[config.mk]
export PLATFORM = sky130hd
export DESIGN_NAME = laptop_power_sequencer_core
export DESIGN_NICKNAME = d
export VERILOG_FILES = /design/src/rtl/lps_pkg.sv /design/src/rtl/lps_cfg.sv /design/src/rtl/lps_tick.sv /design/src/rtl/laptop_power_sequencer_core.sv
export SDC_FILE = /design/constraint.sdc
export NUM_CORES = 1
export LEC_CHECK = 0
export ABC_AREA = 1
export ABC_CLOCK_PERIOD_IN_PS = 6570
export BUFFER_PORTS_ARGS = -buffer_cell sky130_fd_sc_hd__buf_2
export CAP_MARGIN = 20
export CORE_ASPECT_RATIO = 1.25
export CORE_MARGIN = 5
export CORE_UTILIZATION = 30
export CTS_CLUSTER_DIAMETER = 80
export CTS_CLUSTER_SIZE = 24
export DETAILED_ROUTE_END_ITERATION = 10
export PLACE_DENSITY = 0.49
export SETUP_SLACK_MARGIN = 0.15
export SLEW_MARGIN = 20
export SYNTH_ARGS = -nofsm -noshare
export SYNTH_HDL_FRONTEND = slang
export SYNTH_SLANG_ARGS = --single-unit
[constraint.sdc]
create_clock -name clk_i -period 6.57 [get_ports clk_i]
set_clock_uncertainty 0.15 [all_clocks]
set_input_delay 0.9855 -clock clk_i [delete_from_list [all_inputs] [get_ports clk_i]]
set_output_delay 0.9855 -clock clk_i [all_outputs]
set_load 0.01 [all_outputs]
[src/rtl/lps_pkg.sv]
// Shared types and constants for the laptop power sequencer core.
// No dependencies; every other rtl file refers to this package by scoped name.
`default_nettype none

package lps_pkg;

  localparam int unsigned CntW   = 9;
  localparam int unsigned BlinkW = 12;
  localparam int unsigned CfgW   = 12;
  localparam int unsigned IdxW   = 2;

  // rail sequence milestones, in ticks after the accepted press
  localparam logic [CntW-1:0] SeqBtnHigh = 9'd3;
  localparam logic [CntW-1:0] SeqStby    = 9'd110;
  localparam logic [CntW-1:0] SeqBtnLow  = 9'd180;
  localparam logic [CntW-1:0] SeqEnd     = 9'd300;

  localparam logic [BlinkW-1:0] BlinkMax = '1;

  localparam logic [7:0]        DebounceRst = 8'd100;
  localparam logic [BlinkW-1:0] BlinkRst    = 12'd1000;
  localparam logic [7:0]        SettleRst   = 8'd100;

  typedef enum logic [IdxW-1:0] {
    CFG_DEBOUNCE = 2'd0,
    CFG_BLINK    = 2'd1,
    CFG_SETTLE   = 2'd2
  } cfg_idx_e;

  typedef enum logic [2:0] {
    PS_DEFAULT = 3'd0,
    PS_DS5     = 3'd1,
    PS_S5      = 3'd2,
    PS_S3      = 3'd3,
    PS_S0      = 3'd4
  } pstate_e;

  typedef enum logic [1:0] {
    PH_SETTLE   = 2'd0,
    PH_IDLE     = 2'd1,
    PH_DEBOUNCE = 2'd2,
    PH_RAIL     = 2'd3
  } phase_e;

  typedef struct packed {
    logic [7:0]        debounce_ticks;
    logic [BlinkW-1:0] blink_ticks;
    logic [7:0]        settle_ticks;
  } cfg_t;

  typedef struct packed {
    logic               slp_s3_high;
    logic               slp_s5_high;
    logic               lid_open;
    logic               adapter_absent;
    logic               button_line;
    logic               platform_reset_line;
    logic               battery_present;
    logic signed [15:0] batt_current;
  } in_word_t;

  typedef struct packed {
    logic       rail_enable;
    logic       button_out_n;
    logic       standby_reset_n;
    logic       power_led;
    logic       amber_led;
    logic       white_led;
    logic       fan_reset_pulse;
    logic       charger_enable;
    logic       charger_off_pulse;
    logic       cycle_restart_pulse;
    logic [2:0] power_state_code;
    logic       busy_res;
  } out_word_t;

endpackage

`default_nettype wire

[src/rtl/lps_cfg.sv]
// Configuration registers of the power sequencer: debounce, blink and settle.
// Depends on lps_pkg.
`default_nettype none

module lps_cfg (
  input  wire logic                      clk_i,
  input  wire logic                      rst_ni,
  input  wire logic                      cfg_we_i,
  input  wire logic [lps_pkg::IdxW-1:0]  cfg_idx_i,
  input  wire logic [lps_pkg::CfgW-1:0]  cfg_wdata_i,
  output lps_pkg::cfg_t                  cfg_o
);

  lps_pkg::cfg_t cfg_q, cfg_d;

  always_comb begin
    cfg_d = cfg_q;
    if (cfg_we_i) begin
      unique case (lps_pkg::cfg_idx_e'(cfg_idx_i))
        lps_pkg::CFG_DEBOUNCE: cfg_d.debounce_ticks = cfg_wdata_i[7:0];
        lps_pkg::CFG_BLINK:    cfg_d.blink_ticks    = cfg_wdata_i;
        lps_pkg::CFG_SETTLE:   cfg_d.settle_ticks   = cfg_wdata_i[7:0];
        default:               cfg_d = cfg_q;   // unused index
      endcase
    end
  end

  always_ff @(posedge clk_i or negedge rst_ni) begin
    if (!rst_ni) begin
      cfg_q.debounce_ticks <= lps_pkg::DebounceRst;
      cfg_q.blink_ticks    <= lps_pkg::BlinkRst;
      cfg_q.settle_ticks   <= lps_pkg::SettleRst;
    end else begin
      cfg_q <= cfg_d;
    end
  end

  assign cfg_o = cfg_q;

endmodule

`default_nettype wire

[src/rtl/lps_tick.sv]
// Per-tick sequencer state and next-state logic: settle, debounce, rail
// sequence, edge pulses and LEDs. Depends on lps_pkg.
`default_nettype none

module lps_tick (
  input  wire logic                clk_i,
  input  wire logic                rst_ni,
  input  wire logic                step_i,
  input  wire lps_pkg::in_word_t   word_i,
  input  wire lps_pkg::cfg_t       cfg_i,
  output lps_pkg::out_word_t       word_o
);

  lps_pkg::phase_e               phase_q, phase_d;
  lps_pkg::pstate_e              cs_q, cs_d;
  logic [lps_pkg::CntW-1:0]      cnt_q, cnt_d;
  logic [lps_pkg::BlinkW-1:0]    blink_q, blink_d;
  logic                          adapter_last_q, button_last_q, reset_last_q;
  logic                          led_q, led_d;
  logic                          rail_q, rail_d;
  logic                          stby_q, stby_d;
  logic                          btn_drive_q, btn_drive_d;
  logic                          button_last_d;

  function automatic lps_pkg::pstate_e eval_state(logic s3, logic s5, logic stby);
    lps_pkg::pstate_e s;
    if (s3)        s = lps_pkg::PS_S0;
    else if (s5)   s = lps_pkg::PS_S3;
    else if (stby) s = lps_pkg::PS_S5;
    else           s = lps_pkg::PS_DS5;
    return s;
  endfunction

  always_comb begin
    phase_d       = phase_q;
    cs_d          = cs_q;
    cnt_d         = cnt_q;
    blink_d       = blink_q;
    led_d         = led_q;
    rail_d        = rail_q;
    stby_d        = stby_q;
    btn_drive_d   = btn_drive_q;
    button_last_d = button_last_q;

    // settle wait; on its last tick the rest of the tick runs as idle
    if (phase_d == lps_pkg::PH_SETTLE) begin
      if (cnt_d < {1'b0, cfg_i.settle_ticks}) begin
        cnt_d = cnt_d + 1'b1;
      end else begin
        phase_d = lps_pkg::PH_IDLE;
        cnt_d   = '0;
      end
    end
    if (phase_d != lps_pkg::PH_SETTLE) begin
      cs_d = eval_state(word_i.slp_s3_high, word_i.slp_s5_high, stby_q);
    end

    unique case (phase_d)
      lps_pkg::PH_IDLE: begin
        if (!word_i.button_line && button_last_q) begin
          phase_d = lps_pkg::PH_DEBOUNCE;
          cnt_d   = '0;
        end else begin
          btn_drive_d   = word_i.button_line;
          button_last_d = word_i.button_line;
        end
      end
      lps_pkg::PH_DEBOUNCE: begin
        cnt_d = cnt_d + 1'b1;
        if (word_i.button_line || (!word_i.lid_open && word_i.adapter_absent)) begin
          button_last_d = 1'b1;
          btn_drive_d   = 1'b1;
          phase_d       = lps_pkg::PH_IDLE;
          cnt_d         = '0;
        end else if (cnt_d >= {1'b0, cfg_i.debounce_ticks}) begin
          button_last_d = 1'b0;
          cnt_d         = '0;
          if (cs_d == lps_pkg::PS_DS5) begin
            phase_d = lps_pkg::PH_RAIL;
            rail_d  = 1'b1;
          end else begin
            btn_drive_d = 1'b0;
            phase_d     = lps_pkg::PH_IDLE;
          end
        end
      end
      lps_pkg::PH_RAIL: begin
        cnt_d = cnt_d + 1'b1;
        if (cnt_d == lps_pkg::SeqBtnHigh) btn_drive_d = 1'b1;
        if (cnt_d == lps_pkg::SeqStby)    stby_d      = 1'b1;
        if (cnt_d == lps_pkg::SeqBtnLow)  btn_drive_d = 1'b0;
        if (cnt_d >= lps_pkg::SeqEnd) begin
          cs_d        = eval_state(word_i.slp_s3_high, word_i.slp_s5_high, stby_d);
          btn_drive_d = 1'b0;
          phase_d     = lps_pkg::PH_IDLE;
          cnt_d       = '0;
        end
      end
      default: ;  // still settling
    endcase

    // power LED: solid in S0, blinks in S3, off otherwise
    if (blink_d != lps_pkg::BlinkMax) blink_d = blink_d + 1'b1;
    if (cs_d == lps_pkg::PS_S0) begin
      led_d = 1'b1;
    end else if (cs_d == lps_pkg::PS_S3) begin
      if (blink_d >= cfg_i.blink_ticks) begin
        led_d   = ~led_d;
        blink_d = '0;
      end
    end else begin
      led_d = 1'b0;
    end
  end

  always_comb begin
    word_o.rail_enable         = rail_d;
    word_o.button_out_n        = btn_drive_d;
    word_o.standby_reset_n     = stby_d;
    word_o.power_led           = led_d;
    word_o.amber_led           = word_i.battery_present && !word_i.adapter_absent &&
                                 (word_i.batt_current != '0);
    word_o.white_led           = word_i.battery_present && !word_i.adapter_absent &&
                                 (word_i.batt_current == '0);
    word_o.fan_reset_pulse     = word_i.platform_reset_line && !reset_last_q;
    word_o.charger_enable      = !word_i.adapter_absent;
    word_o.charger_off_pulse   = word_i.adapter_absent && !adapter_last_q;
    word_o.cycle_restart_pulse = word_i.adapter_absent != adapter_last_q;
    word_o.power_state_code    = cs_d;
    word_o.busy_res            = phase_d != lps_pkg::PH_IDLE;
  end

  always_ff @(posedge clk_i or negedge rst_ni) begin
    if (!rst_ni) begin
      phase_q        <= lps_pkg::PH_SETTLE;
      cs_q           <= lps_pkg::PS_DEFAULT;
      cnt_q          <= '0;
      blink_q        <= lps_pkg::BlinkMax;
      adapter_last_q <= 1'b1;
      button_last_q  <= 1'b1;
      reset_last_q   <= 1'b0;
      led_q          <= 1'b0;
      rail_q         <= 1'b0;
      stby_q         <= 1'b0;
      btn_drive_q    <= 1'b1;
    end else if (step_i) begin
      phase_q        <= phase_d;
      cs_q           <= cs_d;
      cnt_q          <= cnt_d;
      blink_q        <= blink_d;
      adapter_last_q <= word_i.adapter_absent;
      button_last_q  <= button_last_d;
      reset_last_q   <= word_i.platform_reset_line;
      led_q          <= led_d;
      rail_q         <= rail_d;
      stby_q         <= stby_d;
      btn_drive_q    <= btn_drive_d;
    end
  end

endmodule

`default_nettype wire

[src/rtl/laptop_power_sequencer_core.sv]
// Top level of the laptop power sequencer: input register, tick logic, result
// register and configuration registers. Depends on lps_pkg, lps_cfg, lps_tick.
`default_nettype none

// One input word is one 1 ms tick of sampled board pins; each tick yields
// exactly one result word. A word is held in the input register, where the
// tick logic evaluates it, then waits in the result register until taken, so
// one word per clock flows unless the result register stalls. Throughput is
// limited only by the downstream ready: the input register refills in the
// same cycle the result register is emptied. The user writes configuration
// registers through cfg_we_i only while no tick is in flight; the block does
// not enforce it. Writes to index 3 are ignored. After reset the block counts
// settle_ticks ticks before the power state leaves the default code.
module laptop_power_sequencer_core (
  input  wire logic                      clk_i,
  input  wire logic                      rst_ni,
  input  wire logic                      in_valid_i,
  output      logic                      in_ready_o,
  input  wire lps_pkg::in_word_t         in_word_i,
  output      logic                      out_valid_o,
  input  wire logic                      out_ready_i,
  output lps_pkg::out_word_t             out_word_o,
  input  wire logic                      cfg_we_i,
  input  wire logic [lps_pkg::IdxW-1:0]  cfg_idx_i,
  input  wire logic [lps_pkg::CfgW-1:0]  cfg_wdata_i
);

  lps_pkg::cfg_t      cfg;
  lps_pkg::in_word_t  in_q;
  lps_pkg::out_word_t res_d, out_q;
  logic               in_valid_q, out_valid_q;
  logic               adv;

  assign adv        = in_valid_q && (!out_valid_q || out_ready_i);
  assign in_ready_o = !in_valid_q || adv;

  lps_cfg u_cfg (
    .clk_i       (clk_i),
    .rst_ni      (rst_ni),
    .cfg_we_i    (cfg_we_i),
    .cfg_idx_i   (cfg_idx_i),
    .cfg_wdata_i (cfg_wdata_i),
    .cfg_o       (cfg)
  );

  lps_tick u_tick (
    .clk_i  (clk_i),
    .rst_ni (rst_ni),
    .step_i (adv),
    .word_i (in_q),
    .cfg_i  (cfg),
    .word_o (res_d)
  );

  always_ff @(posedge clk_i or negedge rst_ni) begin
    if (!rst_ni) begin
      in_valid_q  <= 1'b0;
      out_valid_q <= 1'b0;
    end else begin
      if (in_ready_o) in_valid_q <= in_valid_i;
      if (adv)              out_valid_q <= 1'b1;
      else if (out_ready_i) out_valid_q <= 1'b0;
    end
  end

  always_ff @(posedge clk_i) begin
    if (in_valid_i && in_ready_o) in_q  <= in_word_i;
    if (adv)                      out_q <= res_d;
  end

  assign out_valid_o = out_valid_q;
  assign out_word_o  = out_q;

  a_stall_blocks_input: assert property (@(posedge clk_i) disable iff (!rst_ni)
    in_valid_q && out_valid_q && !out_ready_i |-> !in_ready_o)
    else $error("input taken while result register is stalled");

  a_state_code_range: assert property (@(posedge clk_i) disable iff (!rst_ni)
    out_valid_o |-> out_word_o.power_state_code <= lps_pkg::PS_S0)
    else $error("power state code out of range");

  a_off_implies_restart: assert property (@(posedge clk_i) disable iff (!rst_ni)
    out_valid_o && out_word_o.charger_off_pulse |-> out_word_o.cycle_restart_pulse)
    else $error("charger off pulse without restart pulse");

  a_battery_leds_exclusive: assert property (@(posedge clk_i) disable iff (!rst_ni)
    out_valid_o |-> !(out_word_o.amber_led && out_word_o.white_led))
    else $error("amber and white LEDs both on");

endmodule

`default_nettype wire
==> results of run 1 <==
==> area by class of cell <==
| cell class | instances | area, µm² | share of cell area [%] |
|---|---|---|---|
| clock buffers | 10 | 229 | 3.54 |
| clock inverters | 6 | 88.8 | 1.37 |
| inverters | 115 | 432 | 6.67 |
| multi-input cells | 424 | 2410 | 37.2 |
| flip-flops and latches | 100 | 2720 | 42.0 |
| well taps | 232 | 290 | 4.48 |
| repair buffers | 60 | 308 | 4.75 |
==> routing by layer <==
layer | part of all wire (%) | vias up
li1 | - | 2269
met2 | 53 | 83
met3 | 3.6 | 22
met4 | 2.5 | 0
met5 | 0 | -
met1 | 41 | 2165
==> logic make-up (layout without fill, tap and decap cells) <==
| family | Yosys count | after routing | synth area share (%) |
|---|---|---|---|
| and+or+nand+nor | 267 | 267 | 22.4 |
| buffers and inverters | 128 | 191 | 8.69 |
| DFF | 100 | 100 | 48.5 |
| xor gates and xnor gates | 7 | 7 | 1.36 |
| adders and majority gates | 33 | 33 | 7.35 |
| AOI/OAI and AO/OA | 117 | 117 | 11.8 |
==> sequential cells by signal, indices dropped and copies added, names as in the netlist <==
register and count:
in_q 23, in_valid_q 1, out_valid_o 1, out_word_o 14, u_cfg.cfg_o 28, u_tick.adapter_last_q 1
u_tick.blink_q 12, u_tick.btn_drive_q 1, u_tick.button_last_q 1, u_tick.cnt_q 9, u_tick.cs_q 3, u_tick.led_q 1
u_tick.phase_q 2, u_tick.rail_q 1, u_tick.reset_last_q 1, u_tick.stby_q 1
==> worst min-delay path: cells and delay by family, from the launching register on <==
kind / cells / cell delay, ps
AO/OA/AOI/OAI: 1 / 60
flip-flops: 1 / 350
AND/OR/NAND/NOR: 1 / 50
==> Yosys cell counts (all sizes together) <==
master / count
or2: 2
o221ai: 1
o21a: 1
nand3: 51
a22oi: 6
nor2: 46
edfxtp: 37
dfrtp: 36
xor2: 6
nand3b: 3
dfstp: 27
nor4: 7
buf: 2
clkinv: 1
o22ai: 4
a21oi: 30
nor3: 12
a31oi: 7
nand4: 9
o211ai: 1
o21ai: 63
o21bai: 2
clkbuf: 11
ha: 33
inv: 114
nand2: 137
o31ai: 2
xnor2: 1
==> where the power goes <==
part	internal, W	leakage [nW]	switching [W]
sequential	0.000838	1.08	0.000117
clock	0.000334	0.150	0.000230
combinational	0.000433	1.78	0.000868
==> through the flow <==
| stage | total power, W | worst slack (ps) | utilization, % | cell area [µm²] |
|---|---|---|---|---|
| after floorplan | 0.00191 | 2880 | - | 5620 |
| after global placement | 0.00223 | 2320 | 33.2 | 6160 |
| final | 0.00282 | 2210 | 34.9 | 6480 |
| after global routing | 0.00307 | 1880 | 34.9 | 6480 |
| after detailed placement | 0.00227 | 2220 | 33.2 | 6160 |
| after CTS | 0.00285 | 2190 | 34.9 | 6480 |
==> worst paths after layout <==
check                                      endpoint  slack (ps)  cells past startpoint
worst max-delay path                 out_word_o[12]        2210                     23
worst min-delay path            u_tick.reset_last_q         340                      2
worst max register to register       out_word_o[12]        2210                     23
worst min register to register  u_tick.reset_last_q         340                      2
max in group asynchronous           u_cfg.cfg_o[12]        5000                      2
min in group asynchronous           u_cfg.cfg_o[18]         680                      2
==> out/metrics.cfg, run 1 <==
[place]
numPortBuffers=57
dp_hpwl_um=10300
gp_congestion=0.897
dp.cells=931

[sta]
finalCriticalPeriod_ps=4360
finalSetupViolCount=0
slew_headroom_pct=41.5
rsz0062_at_grt=false
hold_violations=0
worst_pin_slew_ps=877
fmax_mhz=229
fin_crit_sh_pct=66.4
finalSetupTns_ps=0
maxSlewViolCount=0
holdWs_ps=339

[setup_path]
critPathSlowestCell=dfstp_2
worstPathArrival_ps=4280
cp_slowest_stage_delay_ps=530
cp_top_family=simple AND/OR/NAND/NOR gates
criticalPathCategory=flop to flop
path_max_fanout=12
cp.required_ps=6490
startpoint=u_cfg.cfg_o[6]
cp_cell_sequence=inv_1 -> ha_1 -> nand2_1 -> nand2_1 -> a21oi_2 -> nand3_2 -> nand2_2 -> nand3_2 -> inv_2 -> ha_1 -> nand4_2 -> xor2_2 -> ha_1 -> a21oi_1 -> o221ai_1 -> nand4_1 -> nand2_1 -> nand2_2 -> nand2_2 -> nand2_1 -> nand3_1 -> nand2_1 -> a22oi_1
r2r-start=u_cfg.cfg_o[6]
crit_top_cell=nand2_1
crit_path_end_kind=flop
start_kind=flop
critPathBufInv=2

[route]
drtPass1Iterations=4
drt-initial-drc-count=217
totalWireLength_um=13700
drc_errors=0
via_per_inst=4.79
drtAntennaViolNets=0
dr_total_vias=4539
wl_per_cell_um=14.5

[hold_path]
worstHoldStart=u_tick.reset_last_q
hp-class=flop to flop

[run_status]
status=completed

[floorplan]
io_pins=58
die_area_um2=21600
die_h_um=163
fp-row-count=56
coreArea_um2=18600
start_util_pct=30.2
die_w_um=132

[clocking]
cts_buffers=9
cts-hold-fix-buffers=0
cts.repair.resized=0
clkSinkCount=100
cts_buffer_depth=2
htree_levels=3
clkTransAtPathRegs_ps=70
cts_tree=built
clockRootBuffer=clkbuf_16
clk_latency_ps=340
post-cts-setup-buffers=0

[cells_and_area]
num-nets-final=785
fillers=1905
syn_to_final_growth_pct=15.3
final_common_cell=nand2_1
drive_above_1_share_pct=20.1
final_cells=947
antenna_cells=0
most-common-layout-cells=nand2_1, inv_1, buf_2

[yosys]
synth_area_per_cell_um2=8.61
synthDistinctLibCells=46
yosys.area.top_type_share_pct=19.8
synth_area_leaders=edfxtp_1, dfrtp_1, dfstp_2, nand2_1, ha_1
synth_top_area_cell=edfxtp_1
netlist_area_um2=5620
synth_seq_cells=100
ys_seq_area_share_pct=48.5
netlist_instances=652
synth_nets=727
yosys_warnings=0

[global_routing]
grt_use_met2_pct=23.7
grt-ovfl-total=0
antenna_found_initial=0
grt_max_degree=64
busiest_layer=met2
grt_usage_pct=12.7
use_met1_pct=14.0
grt_pass1_vias=4569
grtUsageMet3_pct=2.35
grt_pass1_wl_um=22100

[job]
drv_cap=0

[power]
p_per_area_nw_per_um2=435
total_leakage_power_nw=3.00
ir_drop_v=0.000159

No activity file was read; power rests on OpenSTA's default activity.
==> run 2, diff against run 1 <==
--- a/config.mk
+++ b/config.mk
@@ -6,7 +6,7 @@
 export NUM_CORES = 1
 export LEC_CHECK = 0
 export ABC_AREA = 1
-export ABC_CLOCK_PERIOD_IN_PS = 6570
+export ABC_CLOCK_PERIOD_IN_PS = 4400
 export BUFFER_PORTS_ARGS = -buffer_cell sky130_fd_sc_hd__buf_2
 export CAP_MARGIN = 20
 export CORE_ASPECT_RATIO = 1.25
==> constraint.sdc (replaced) <==
create_clock -name clk_i -period 4.4 [get_ports clk_i]
set_clock_uncertainty 0.15 [all_clocks]
set_input_delay 0.66 -clock clk_i [delete_from_list [all_inputs] [get_ports clk_i]]
set_output_delay 0.66 -clock clk_i [all_outputs]
set_load 0.01 [all_outputs]
==> run 2 against run 1 <==
Against the previous run:
- sequential share of layout area shrank 0.35 points
- clock power is 35% higher
- via count grew 0.13%
- routed wire length is 0.75% higher
- total power up 49%
- largest power group unchanged
==> out/metrics.cfg, run 2 (synthesis gave the netlist of run 1 again) <==
[run_status]
status=completed

[cells_and_area]
seq_area_um2=2720
drive_above_1_share_pct=21.5
syn_to_final_growth_pct=16.3
multi_input_area_um2=2430
most-common-layout-cells=nand2_1, inv_1, o21ai_0, buf_2, nand3_1
num-nets-final=795
antenna_cells=0
final_common_cell=nand2_1
largest_register_ffs=28
fillers=1898

[sta]
maxSlewViolCount=0
holdWs_ps=164
slew_headroom_pct=39.2
finalSetupTns_ps=0
finalSetupViolCount=0
hold_violations=0
fmax_mhz=254
fin_crit_sh_pct=89.3
rsz0062_at_grt=true
finalCriticalPeriod_ps=3930
worst_pin_slew_ps=911

[route]
via_per_inst=4.75
drc_errors=0
wl_per_cell_um=14.4
drtAntennaViolNets=0
totalWireLength_um=13800
drtPass1Iterations=5
dr_total_vias=4545
drt-initial-drc-count=301

[clocking]
clkSinkCount=100
htree_levels=3
cts_tree=built
cts-hold-fix-buffers=0
clkTransAtPathRegs_ps=70
clockRootBuffer=clkbuf_16
cts_buffers=9
cts_buffer_depth=2
clk_latency_ps=350

[place]
gp_congestion=0.882
numPortBuffers=57
dp_hpwl_um=10500

[power]
total_leakage_power_nw=3.04
p_total_w=0.00421
ir_drop_v=0.000220
p_per_area_nw_per_um2=645

[setup_path]
criticalPathCategory=flop to flop
crit_top_cell=nand2_1
crit_path_end_kind=flop
cp_cell_sequence=ha_1 -> nand2_1 -> inv_1 -> nand2_1 -> nand2_1 -> nand2_1 -> nand3_2 -> nand2_4 -> nand3_2 -> inv_2 -> ha_1 -> nand4_2 -> xor2_4 -> ha_1 -> a21oi_1 -> o221ai_1 -> nand4_1 -> nand2_1 -> nand2_2 -> nand2_2 -> nand2_1 -> nand3_1 -> nand2_1 -> a22oi_1
cp.required_ps=4350
critPathSlowestCell=dfrtp_1
cp_top_family=simple AND/OR/NAND/NOR gates
cp_slowest_stage_delay_ps=530
path_max_fanout=7
critPathBufInv=2
start_kind=flop
worstPathArrival_ps=3880

[global_routing]
grt-ovfl-total=0
grt_usage_pct=13.1
antenna_found_initial=0
grt_max_degree=44
grt_pass1_wl_um=22500
grt_pass1_vias=4500

[floorplan]
die_area_um2=21600
coreArea_um2=18600
fp-row-count=56
die_w_um=132
start_util_pct=30.2
io_pins=58
die_h_um=163

[hold_path]
hp-class=input port to asynchronous set/reset pin

[job]
drv_cap=0

-- run 2: cell count changes in the layout (fill, tap and decap cells not counted), moves of 2 or more --
cell / change
buf_4: +11
bufinv_16: -2
inv_6: +2
clkinv_4: -2
-- run 2: path summary, 6_finish.rpt --
path	startpoint	to	slack, ps	cells after the start
min in group clk_i	in_word_i[12]	in_q[12]	330	1
worst min register to register	u_cfg.cfg_o[16]	u_cfg.cfg_o[16]	330	2
worst max register to register	u_tick.cnt_q[4]	out_word_o[12]	470	24
worst min-delay path	rst_ni	u_cfg.cfg_o[9]	160	1
worst max-delay path	u_tick.cnt_q[4]	out_word_o[12]	470	24
max in group asynchronous	rst_ni	u_cfg.cfg_o[6]	3140	2
-- run 2: repair_timing --
action                                  in CTS  in global routing
setup buffers                                0                  6
gates resized for setup                      0                  3
endpoints found under the setup margin       0                 27
-- run 2: layout make-up --
type | instances | share of cell area [%]
well taps | 232 | 4.45
clock buffers | 9 | 3.45
multi-input cells | 424 | 37.2
repair buffers | 70 | 5.90
clock inverters | 7 | 0.766
flip-flops and latches | 100 | 41.7
inverters | 115 | 6.61
-- run 2: layer usage --
metal | part of all wire [%] | track usage, % | vias up
met1 | 40 | 14.9 | 2145
met2 | 54 | 23.9 | 79
met4 | 2.8 | 5.69 | 0
met3 | 3.0 | 2.29 | 25
li1 | - | - | 2296
met5 | 0 | 0 | -
-- run 2: metrics by stage --
| stage | utilization [%] | std cells | setup WS, ps | area, µm² |
|---|---|---|---|---|
| after floorplan | - | 652 | 709 | 5620 |
| after global placement | 33.3 | 935 | 407 | 6190 |
| after detailed placement | 33.3 | 935 | 266 | 6190 |
| after CTS | 34.8 | 951 | 277 | 6460 |
| after global routing | 35.2 | 957 | 118 | 6530 |
| final | 35.2 | 957 | 470 | 6530 |
-- run 2: power breakdown --
part,internal [W],switching (W),leakage [nW]
Clock,0.000388,0.000372,0.132
Combinational,0.000722,0.00131,1.83
Sequential,0.00125,0.000174,1.08
Total,0.00236,0.00185,3.04
==> run 3, diff against run 2 <==
--- a/config.mk
+++ b/config.mk
@@ -5,17 +5,16 @@
 export SDC_FILE = /design/constraint.sdc
 export NUM_CORES = 1
 export LEC_CHECK = 0
-export ABC_AREA = 1
 export ABC_CLOCK_PERIOD_IN_PS = 4400
 export BUFFER_PORTS_ARGS = -buffer_cell sky130_fd_sc_hd__buf_2
 export CAP_MARGIN = 20
 export CORE_ASPECT_RATIO = 1.25
 export CORE_MARGIN = 5
-export CORE_UTILIZATION = 30
+export CORE_UTILIZATION = 35
 export CTS_CLUSTER_DIAMETER = 80
 export CTS_CLUSTER_SIZE = 24
 export DETAILED_ROUTE_END_ITERATION = 10
-export PLACE_DENSITY = 0.49
+export PLACE_DENSITY = 0.55
 export SETUP_SLACK_MARGIN = 0.15
 export SLEW_MARGIN = 20
 export SYNTH_ARGS = -nofsm -noshare
==> run 3 against run 2 <==
Against the previous run:
- the run now ends with negative setup slack left
- sequential cell count did not move
- clock power up 3.7%
- worst setup slack got worse by 500 ps
- final cell count is 7.4% lower
- sequential power fell by 8%
- routed wire length is 4.1% higher
- global-route usage is 2.6 points higher
- critical path type unchanged
==> out/metrics.cfg, run 3 <==
[run_status]
status=complete, but fails checks
violations=negative setup slack

[sta]
fin_crit_sh_pct=101
hold_violations=0
fin_ws_ps=-26.3
slew_headroom_pct=35.2
finalSetupViolCount=1
fmax_mhz=226
maxSlewViolCount=0
worst_pin_slew_ps=972
finalCriticalPeriod_ps=4430
rsz0062_at_grt=true

[setup_path]
crit_path_end_kind=flop
path_max_fanout=4
worstReg2RegEnd=out_word_o[0]
regToRegSetupSlack_ps=-30
cp.required_ps=4340
worstPathArrival_ps=4370
rr_worst_depth=20
criticalPathCategory=flop to flop
r2r-start=u_cfg.cfg_o[6]
start_kind=flop
startpoint=u_cfg.cfg_o[6]

[hold_path]
hp-class=input port to asynchronous set/reset pin

[yosys]
synthArstFlopShare_pct=63.0
netlist_area_um2=5670
synth_seq_cells=100
yosys.area.top_type_share_pct=19.6
synth_top_area_cell=edfxtp_1
yosys_warnings=0
netlist_instances=557
synth_nets=632
synthDistinctLibCells=67
synth_area_per_cell_um2=10.2
synth_area_leaders=edfxtp_1, dfrtp_1, dfstp_2, ha_1, nand2_1
synth_top_family_by_area=simple AND/OR/NAND/NOR gates
synthSimpleGateAreaFrac_pct=17.5
synth_most_common_cell=nand2_1
synth-main-ff-cell=edfxtp_1
synth-compound-area-share_pct=13.8
yosys-top-cells-count=nand2_1, o21ai_0, inv_1
synth-edff-count=37
synthXorXnorAreaFrac_pct=4.15
synth_mux_area_share_pct=4.92
ys_seq_area_share_pct=48.0
synthAdderAreaFrac_pct=7.29

[route]
drtPass1Iterations=4
wl_per_cell_um=16.2
via_per_inst=5.11
dr_total_vias=4528
drc_errors=0
drt-initial-drc-count=196
drtAntennaViolNets=0
totalWireLength_um=14400

[clocking]
clk_latency_ps=340
clkTransAtPathRegs_ps=80
clockRootBuffer=clkbuf_16
htree_levels=3
cts_buffer_depth=2
cts_tree=built
clkSinkCount=100
cts_buffers=9

[cells_and_area]
syn_to_final_growth_pct=27.0
final_util_pct=44.8
num-nets-final=740
final_common_cell=nand2_1
antenna_cells=0
most-common-layout-cells=nand2_1, buf_2, buf_4
final_cells=886
drive_above_1_share_pct=34.8
largest_register_ffs=28

[global_routing]
grt_pass1_wl_um=23500
grt_max_degree=38
antenna_found_initial=0
grt_pass1_vias=4710
grt-ovfl-total=0
grt_usage_pct=15.7

[floorplan]
die_w_um=124
die_area_um2=18900
die_h_um=152
io_pins=58
start_util_pct=35.3
fp-row-count=52
coreArea_um2=16100

[place]
gp_congestion=0.884
dp.cells=863
numPortBuffers=57
dp_hpwl_um=10800

[power]
total_leakage_power_nw=3.08
ir_drop_v=0.000244
p_per_area_nw_per_um2=555

[job]
drv_cap=0

==> run 3: changes by cell type after synthesis, moves of 7 or more <==
cell / before / now
nand2_1: 127 / 73
mux2_2: 0 / 23
a21o_1: 0 / 9
and3_1: 0 / 7
nor2_1: 40 / 29
xnor2_1: 0 / 13
o21ai_0: 56 / 43
nand2b_1: 0 / 9
nand2_2: 8 / 1
nand3_1: 46 / 14
inv_1: 104 / 40
nor2b_1: 0 / 8
inv_2: 10 / 0
==> run 3: layout make-up <==
cell class	instances	area (µm²)
timing repair buffer	117	759
sequential	100	2720
clock buffer	9	225
fill	1559	8870
inverter	40	150
tap	216	270
clock inverter	7	78.8
multi-input combinational	397	2990
==> run 3: repair_timing <==
action                     4_1_cts  5_1_grt
resized for setup               20       28
setup endpoints to repair       15       30
pin swaps                        7        7
buffers inserted                 5        2
hold buffers                     0        0
==> run 3: per-stage QoR <==
step / TNS, ps / hold slack, ps / area [µm²] / setup WS [ps] / power, W
floorplan: -75.6 / 214 / 5740 / -75.6 / 0.00231
global placement: -350 / 290 / 6590 / -85.3 / 0.00288
detailed placement: -525 / 287 / 6590 / -99.4 / 0.00290
CTS: 0 / 234 / 7030 / 46.9 / 0.00382
global route: -1210 / 273 / 7200 / -156 / 0.00427
finish: -26.3 / 220 / 7200 / -26.3 / 0.00400
==> run 3: power by group <==
part	switching, W	internal [W]	total (W)
logic	0.00103	0.000874	0.00190
registers	0.000117	0.00119	0.00130
clock network	0.000384	0.000404	0.000788
total	0.00153	0.00246	0.00400
==> run 3: cells by family (layout without fill, tap and decap cells) <==
| group | Yosys count | after routing |
|---|---|---|
| adders and majority gates | 33 | 33 |
| xor gates and xnor gates | 23 | 23 |
| AOI/OAI and AO/OA | 119 | 119 |
| and+or+nand+nor | 197 | 197 |
| muxes | 25 | 25 |
| buffers and inverters | 60 | 173 |
| DFF | 100 | 100 |
==> run 3: critical path, stage by stage, from the launching register on <==
cell and delay, ps:
dfstp_2 540, inv_2 40, ha_4 230, and4b_4 190, a2111oi_4 320, buf_4 180
nand3_4 100, o21ai_4 180, ha_4 180, o31a_1 200, nand2_1 110, a21oi_4 190
ha_4 180, o21a_1 120, nor2_1 50, a21oi_2 140, o2111ai_2 120, nand3_2 160
nor3_4 60, or3_4 390, or3_1 320
==> run 3: worst max path at each step <==
stage,to,slack [ps]
global placement,u_tick.cnt_q[2],-90
CTS,u_tick.cnt_q[2],50
detailed placement,u_tick.cnt_q[2],-100
finish,out_word_o[0],-30
global route,u_tick.cnt_q[6],-160
floorplan,out_word_o[0],-80
==> run 3: metal layers <==
metal  track usage, %  vias up  wire length, µm
li1                 -     2198                -
met1             18.4     2202             5880
met2             27.5       96             7580
met3             2.56       32              462
met4             7.34        0              473
met5                0        -                0
